## config.mk

```make
export PLATFORM = sky130hd
export DESIGN_NAME = string_escape_utf8_encoder_flat
export DESIGN_NICKNAME = d
export VERILOG_FILES = /design/src/rtl/seu_pkg.sv /design/src/rtl/seu_req_if.sv /design/src/rtl/seu_rsp_if.sv /design/src/rtl/string_escape_utf8_encoder.sv /design/src/flat_wrapper.sv
export SDC_FILE = /design/constraint.sdc
export NUM_CORES = 1
export LEC_CHECK = 0
export ABC_CLOCK_PERIOD_IN_PS = 7650
export BUFFER_PORTS_ARGS = -buffer_cell sky130_fd_sc_hd__buf_2
export CAP_MARGIN = 20
export CORE_MARGIN = 3
export CORE_UTILIZATION = 50
export CTS_CLUSTER_DIAMETER = 150
export DETAILED_ROUTE_END_ITERATION = 16
export PLACE_DENSITY = 0.71
export SYNTH_ARGS = -nofsm -noshare
export SYNTH_HDL_FRONTEND = slang
export SYNTH_SLANG_ARGS = --single-unit
```

## constraint.sdc

```tcl
create_clock -name clock -period 7.65 [get_ports clock]
set_input_delay 0.765 -clock clock [delete_from_list [all_inputs] [get_ports clock]]
set_output_delay 0.765 -clock clock [all_outputs]
set_load 0.1 [all_outputs]
```

## src/rtl/seu_pkg.sv

```systemverilog
package seu_pkg;

   localparam int CP_W      = 21;
   localparam int BYTE_W    = 8;
   localparam int MAX_BYTES = 4;
   localparam int IDX_W     = $clog2(MAX_BYTES);

   typedef logic [CP_W-1:0]   cp_type;
   typedef logic [BYTE_W-1:0] byte_type;
   typedef logic [IDX_W-1:0]  idx_type;

   localparam cp_type   CP_BS    = 21'h00008;
   localparam cp_type   CP_TAB   = 21'h00009;
   localparam cp_type   CP_LF    = 21'h0000A;
   localparam cp_type   CP_VT    = 21'h0000B;
   localparam cp_type   CP_FF    = 21'h0000C;
   localparam cp_type   CP_CR    = 21'h0000D;
   localparam cp_type   CP_QUOTE = 21'h00022;
   localparam cp_type   CP_BSL   = 21'h0005C;
   localparam cp_type   CP_DEL   = 21'h0007F;
   localparam cp_type   CP_SPACE = 21'h00020;
   localparam cp_type   CP_2BYTE = 21'h00080;
   localparam cp_type   CP_3BYTE = 21'h00800;
   localparam cp_type   CP_4BYTE = 21'h10000;

   localparam byte_type CH_BSL   = 8'h5C;
   localparam byte_type CH_QUOTE = 8'h22;
   localparam byte_type CH_ZERO  = 8'h30;
   localparam byte_type CH_B     = 8'h62;
   localparam byte_type CH_F     = 8'h66;
   localparam byte_type CH_N     = 8'h6E;
   localparam byte_type CH_R     = 8'h72;
   localparam byte_type CH_T     = 8'h74;
   localparam byte_type CH_V     = 8'h76;

   localparam byte_type LEAD2    = 8'hC0;
   localparam byte_type LEAD3    = 8'hE0;
   localparam byte_type LEAD4    = 8'hF0;
   localparam byte_type CONT     = 8'h80;

   localparam logic     ESCAPE_MODE_RESET = 1'b1;

endpackage

```

## src/rtl/seu_req_if.sv

```systemverilog
interface seu_req_if;
   logic                   valid;
   logic                   ready;
   logic [seu_pkg::CP_W-1:0] code_point;

   modport source (output valid, output code_point, input ready);
   modport sink   (input valid, input code_point, output ready);
endinterface

```

## src/rtl/seu_rsp_if.sv

```systemverilog
interface seu_rsp_if;
   logic                       valid;
   logic                       ready;
   logic [seu_pkg::BYTE_W-1:0] out_byte;
   logic                       last_byte;

   modport source (output valid, output out_byte, output last_byte, input ready);
   modport sink   (input valid, input out_byte, input last_byte, output ready);
endinterface

```

## src/rtl/string_escape_utf8_encoder.sv

```systemverilog
// The first byte of an item is offered from the byte buffer after the item has passed
// through the input register, and not before the last byte of the previous item is taken.
// Each item produces N (1 to 4) bytes; the input register can accept the next item
// while the byte buffer is still sending the bytes of the previous one.
// Reset (synchronous, active high) empties the input register and the byte buffer
// and sets escape_mode to 1.
module string_escape_utf8_encoder (
   input  logic         clock,
   input  logic         reset,
   seu_req_if.sink      req,
   seu_rsp_if.source    rsp,
   input  logic         csr_we,
   input  logic         csr_wdata
);

   logic                 escape_mode_ff;
   logic                 in_valid_ff, in_valid_in;
   seu_pkg::cp_type      cp_ff, cp_in;
   logic                 buf_valid_ff, buf_valid_in;
   seu_pkg::byte_type    bytes_ff [seu_pkg::MAX_BYTES];
   seu_pkg::byte_type    bytes_in [seu_pkg::MAX_BYTES];
   seu_pkg::idx_type     idx_ff, idx_in;
   seu_pkg::idx_type     last_ff, last_in;

   seu_pkg::byte_type    enc_bytes [seu_pkg::MAX_BYTES];
   seu_pkg::idx_type     enc_last;
   seu_pkg::byte_type    letter;
   logic                 is_last;
   logic                 buf_free;
   logic                 load;

   // Encoder: the byte sequence for the code point in the input register.
   always_comb begin
      letter = '0;
      if (escape_mode_ff) begin
         case (cp_ff)
            seu_pkg::CP_BS:    letter = seu_pkg::CH_B;
            seu_pkg::CP_FF:    letter = seu_pkg::CH_F;
            seu_pkg::CP_LF:    letter = seu_pkg::CH_N;
            seu_pkg::CP_CR:    letter = seu_pkg::CH_R;
            seu_pkg::CP_TAB:   letter = seu_pkg::CH_T;
            seu_pkg::CP_VT:    letter = seu_pkg::CH_V;
            seu_pkg::CP_BSL:   letter = seu_pkg::CH_BSL;
            seu_pkg::CP_QUOTE: letter = seu_pkg::CH_QUOTE;
            default:           letter = '0;
         endcase
      end

      for (int i = 0; i < seu_pkg::MAX_BYTES; i++) begin
         enc_bytes[i] = '0;
      end
      enc_last = '0;

      if (!escape_mode_ff && (cp_ff == seu_pkg::CP_TAB || cp_ff == seu_pkg::CP_LF)) begin
         enc_bytes[0] = cp_ff[seu_pkg::BYTE_W-1:0];
      end else if (letter != '0) begin
         enc_bytes[0] = seu_pkg::CH_BSL;
         enc_bytes[1] = letter;
         enc_last     = seu_pkg::idx_type'(1);
      end else if (cp_ff < seu_pkg::CP_SPACE || cp_ff == seu_pkg::CP_DEL) begin
         enc_bytes[0] = seu_pkg::CH_BSL;
         enc_bytes[1] = seu_pkg::CH_ZERO | {5'd0, cp_ff[8:6]};
         enc_bytes[2] = seu_pkg::CH_ZERO | {5'd0, cp_ff[5:3]};
         enc_bytes[3] = seu_pkg::CH_ZERO | {5'd0, cp_ff[2:0]};
         enc_last     = seu_pkg::idx_type'(3);
      end else if (cp_ff < seu_pkg::CP_2BYTE) begin
         enc_bytes[0] = cp_ff[seu_pkg::BYTE_W-1:0];
      end else if (cp_ff < seu_pkg::CP_3BYTE) begin
         enc_bytes[0] = seu_pkg::LEAD2 | {3'd0, cp_ff[10:6]};
         enc_bytes[1] = seu_pkg::CONT | {2'd0, cp_ff[5:0]};
         enc_last     = seu_pkg::idx_type'(1);
      end else if (cp_ff < seu_pkg::CP_4BYTE) begin
         enc_bytes[0] = seu_pkg::LEAD3 | {4'd0, cp_ff[15:12]};
         enc_bytes[1] = seu_pkg::CONT | {2'd0, cp_ff[11:6]};
         enc_bytes[2] = seu_pkg::CONT | {2'd0, cp_ff[5:0]};
         enc_last     = seu_pkg::idx_type'(2);
      end else begin
         enc_bytes[0] = seu_pkg::LEAD4 | {5'd0, cp_ff[20:18]};
         enc_bytes[1] = seu_pkg::CONT | {2'd0, cp_ff[17:12]};
         enc_bytes[2] = seu_pkg::CONT | {2'd0, cp_ff[11:6]};
         enc_bytes[3] = seu_pkg::CONT | {2'd0, cp_ff[5:0]};
         enc_last     = seu_pkg::idx_type'(3);
      end
   end

   assign is_last   = (idx_ff == last_ff);
   assign buf_free  = !buf_valid_ff || (rsp.ready && is_last);
   assign load      = in_valid_ff && buf_free;
   assign req.ready = !in_valid_ff || buf_free;

   assign rsp.valid     = buf_valid_ff;
   assign rsp.out_byte  = bytes_ff[idx_ff];
   assign rsp.last_byte = is_last;

   always_comb begin
      in_valid_in  = in_valid_ff;
      cp_in        = cp_ff;
      buf_valid_in = buf_valid_ff;
      bytes_in     = bytes_ff;
      idx_in       = idx_ff;
      last_in      = last_ff;

      if (load) begin
         in_valid_in = 1'b0;
      end
      if (req.valid && req.ready) begin
         in_valid_in = 1'b1;
         cp_in       = req.code_point;
      end

      if (buf_valid_ff && rsp.ready) begin
         if (is_last) begin
            buf_valid_in = 1'b0;
         end else begin
            idx_in = idx_ff + seu_pkg::idx_type'(1);
         end
      end
      if (load) begin
         buf_valid_in = 1'b1;
         bytes_in     = enc_bytes;
         idx_in       = '0;
         last_in      = enc_last;
      end
   end

   always_ff @(posedge clock) begin
      if (reset) begin
         escape_mode_ff <= seu_pkg::ESCAPE_MODE_RESET;
         in_valid_ff    <= 1'b0;
         buf_valid_ff   <= 1'b0;
         idx_ff         <= '0;
      end else begin
         if (csr_we) begin
            escape_mode_ff <= csr_wdata;
         end
         in_valid_ff  <= in_valid_in;
         buf_valid_ff <= buf_valid_in;
         idx_ff       <= idx_in;
      end
   end

   always_ff @(posedge clock) begin
      cp_ff    <= cp_in;
      bytes_ff <= bytes_in;
      last_ff  <= last_in;
   end

   a_idx_in_range: assert property (@(posedge clock) disable iff (reset)
      buf_valid_ff |-> idx_ff <= last_ff)
      else $error("byte index beyond the last byte of the item");

   a_load_starts_at_first: assert property (@(posedge clock) disable iff (reset)
      load |=> (buf_valid_ff && idx_ff == '0 && !rsp.last_byte == (last_ff != '0)))
      else $error("new item does not start at its first byte");

   a_reset_empty: assert property (@(posedge clock)
      $past(reset) |-> (!rsp.valid && escape_mode_ff))
      else $error("block not empty after reset");

endmodule
```

## src/flat_wrapper.sv

```systemverilog
// flat-port wrapper written by rule: the top's interface ports become plain ports
module string_escape_utf8_encoder_flat 
  (clock, reset, csr_we, csr_wdata, req_valid, req_code_point, req_ready, rsp_valid, rsp_out_byte, rsp_last_byte, rsp_ready);
  seu_req_if req_i ();
  seu_rsp_if rsp_i ();
  input  logic clock;
  input  logic reset;
  input  logic csr_we;
  input  logic csr_wdata;
  input wire logic [$bits(req_i.valid)-1:0] req_valid;
  input wire logic [$bits(req_i.code_point)-1:0] req_code_point;
  output wire logic [$bits(req_i.ready)-1:0] req_ready;
  output wire logic [$bits(rsp_i.valid)-1:0] rsp_valid;
  output wire logic [$bits(rsp_i.out_byte)-1:0] rsp_out_byte;
  output wire logic [$bits(rsp_i.last_byte)-1:0] rsp_last_byte;
  input wire logic [$bits(rsp_i.ready)-1:0] rsp_ready;
  assign req_i.valid = req_valid;
  assign req_i.code_point = req_code_point;
  assign req_ready = req_i.ready;
  assign rsp_valid = rsp_i.valid;
  assign rsp_out_byte = rsp_i.out_byte;
  assign rsp_last_byte = rsp_i.last_byte;
  assign rsp_i.ready = rsp_ready;
  string_escape_utf8_encoder u_core (.clock(clock), .reset(reset), .req(req_i), .rsp(rsp_i), .csr_we(csr_we), .csr_wdata(csr_wdata));
endmodule
```

==> results_dict.tcl <==
set metrics [dict create \
    status "completed" \
    insertion_delay_ns 0.33 \
    rows 26 \
    grt_pass1_wl_um 9800 \
    p_leak_nw 1.10 \
    io_buffer_count 37 \
    p_total_w 0.000734 \
    slowest_delay_ns 0.61 \
    slew_violations 0 \
    num-nets-final 299 \
    hold_buffers 0 \
    grt.total_usage 0.207 \
    mostFrequentLayoutCells "edfxtp_1, buf_2, nor2_1" \
    synth_area_leaders "edfxtp_1, mux4_2, dfxtp_1, nor2_1, a21oi_1" \
    seq_area_um2 1690 \
    fmax_ghz 0.312 \
    hold_viol 0 \
    arrival_ns 3.30 \
    worst_slack_ns 4.45 \
    post-cts-setup-buffers 0 \
    synth-seq-area-share 0.597 \
    tns_ns 0 \
    ios 38 \
    cts.reportedPaths.clkPinSlew_ns 0.06 \
    worstPathBufferInverterCount 1 \
    synth_top_area_share 0.562 \
    crit_chain "or4_4, nor2_1, clkinv_1, nor2_1, nor2_1, o21a_1" \
    cp_top_family "simple AND/OR/NAND/NOR gates" \
    antenna_found_initial 0 \
    yosys_warnings 0 \
    htree_levels 3 \
    use_met1 0.278 \
    cp_common_cell "nor2_1" \
    p_per_area_nw_per_um2 224 \
    grt_pass1_vias 1951 \
    finalCritPeriodShare 0.419 \
    relSlewSlack 0.338 \
    cts_made_buffers 9 \
    tritoncts "yes" \
    dp_hpwl_um 4340 \
    synth_ff_type "edfxtp_1" \
    final_common_cell "edfxtp_1" \
    ys_async_sr_fraction 0 \
    busiest_layer "met2" \
    hp-class "reg2reg" \
    grt_use_met3 0.0687 \
    dr.pass1.iters 4 \
    synth-edff-count 53 \
    drt-vias-per-instance 6.08 \
    final_layout_size_suffix_gt1_frac 0.254 \
    num-fill-cells 429 \
    critical_path_class "reg2reg" \
    syn_to_final_growth_pct 15.8 \
    end_kind "flop" \
    drt-initial-drc-count 206 \
    die_h_um 81.3 \
    multi_input_area_um2 1070 \
    antenna_left 0 \
    drcViolationCount 0 \
    crit_slowest_cell "clkinv_1" \
    yosys.area.top_type "edfxtp_1" \
    start_util 0.534 \
    postSynthCellCount 232 \
    synth_area_um2 2830 \
    ys_seq_elements 58 \
    use_met2 0.292 \
    postCtsResizedCells 0 \
    avgRoutedWirePerCell_um 17.7 \
    clock_sinks 58 \
    die-width_um 81.3 \
    die_area_um2 6600 \
    routed_wl_um 6110 \
    clockBufferDepth 2 \
    place_ws_ns 4.53 \
    vdd_ir_drop_max_mv 0.179 \
    core_um2 5300 \
    start_kind "flop" \
    rsz0062_at_grt "no" \
    cts_root_buffer "clkbuf_8" \
    syn_area_per_cell_um2 12.2 \
    tightest_slew_ns 0.986 \
    syn_nets 259 \
    vias 2104 \
    grt_overflow 0 \
    setup_violations 0 \
    grt_max_degree 34 \
    diodes 0 \
    cap_violations 0 \
    crit_required_ns 7.74 \
    fin_skew_ns 0.00963 \
    place.gp.congestion 0.946 \
    path_max_fanout 18 \
    period_minus_slack_ns 3.20 \
    yosysUniqueCellTypes 52 \
]
[sequential cells by signal, indices dropped and copies added (netlist names)]
name	flops
u_core.cp_ff	21
u_core.escape_mode_ff	1
u_core.bytes_ff	30
u_core.in_valid_ff	1
u_core.rsp.valid	1
u_core.idx_ff	2
u_core.last_ff	2
[tightest hold or removal path, cell delays in order, from the launching register on]
cell and delay, ns:
dfxtp_1 0.34, nor2_1 0.11, nor2_1 0.04
[cell type report]
type | count | share of cell area
Clock buffer | 12 | 0.0412
Multi-Input combinational cell | 156 | 0.328
Clock inverter | 3 | 0.0198
Sequential cell | 58 | 0.516
Inverter | 9 | 0.0103
Tap cell | 70 | 0.0267
Timing Repair Buffer | 38 | 0.0587
[cells by family after synthesis]
| logic type | count (synthesis) | share of synthesized area |
|---|---|---|
| AO/OA/AOI/OAI | 65 | 0.158 |
| XOR/XNOR | 5 | 0.0155 |
| buffers and inverters | 18 | 0.0243 |
| flip-flops | 58 | 0.597 |
| multiplexers | 9 | 0.0632 |
| AND/OR/NAND/NOR | 77 | 0.142 |
[synthesized netlist by cell type, types with 2 or more instances]
library cell,number
a21oi_1,19
nand4_1,2
a22oi_1,2
and2_1,4
o21ai_1,2
a211o_1,4
edfxtp_1,53
a31oi_1,5
xnor2_1,4
a211oi_1,5
a221o_1,2
nand2_1,10
inv_1,7
o21a_1,3
or3_1,4
mux4_2,7
or2_2,3
nand3_1,4
dfxtp_1,5
nor2_1,26
buf_1,2
clkbuf_1,6
nor2b_1,5
a221oi_1,6
nor3_1,9
o211ai_1,2
o21ai_0,6
[layer usage]
layer,vias up,wire length [um]
li1,991,-
met1,964,2510
met2,132,2760
met3,17,677
met4,0,165
met5,-,0
[path summary, 6_finish.rpt]
kind	end	slack, ns	start	cells after the start
max reg2reg	u_core.last_ff[0]	4.45	u_core.cp_ff[17]	6
min	u_core.rsp.valid	0.53	u_core.in_valid_ff	2
max	u_core.last_ff[0]	4.45	u_core.cp_ff[17]	6
min reg2reg	u_core.rsp.valid	0.53	u_core.in_valid_ff	2
[stage by stage]
step                utilization  cell area, um2  hold slack, ns  instances
floorplan                     -            2830           0.493        232
global placement          0.581            3080           0.518        331
detailed placement        0.581            3080           0.520        331
CTS                       0.619            3280           0.530        346
global route              0.619            3280           0.589        346
finish                    0.619            3280           0.530        346
[power breakdown]
| part | total (W) | internal [W] | switching [W] | leakage, nW |
|---|---|---|---|---|
| registers | 0.000380 | 0.000364 | 0.0000161 | 0.519 |
| logic | 0.0000631 | 0.0000214 | 0.0000417 | 0.483 |
| clock network | 0.000291 | 0.000181 | 0.000110 | 0.100 |
| total | 0.000734 | 0.000567 | 0.000168 | 1.10 |
(Power assumes the default switching activity.)
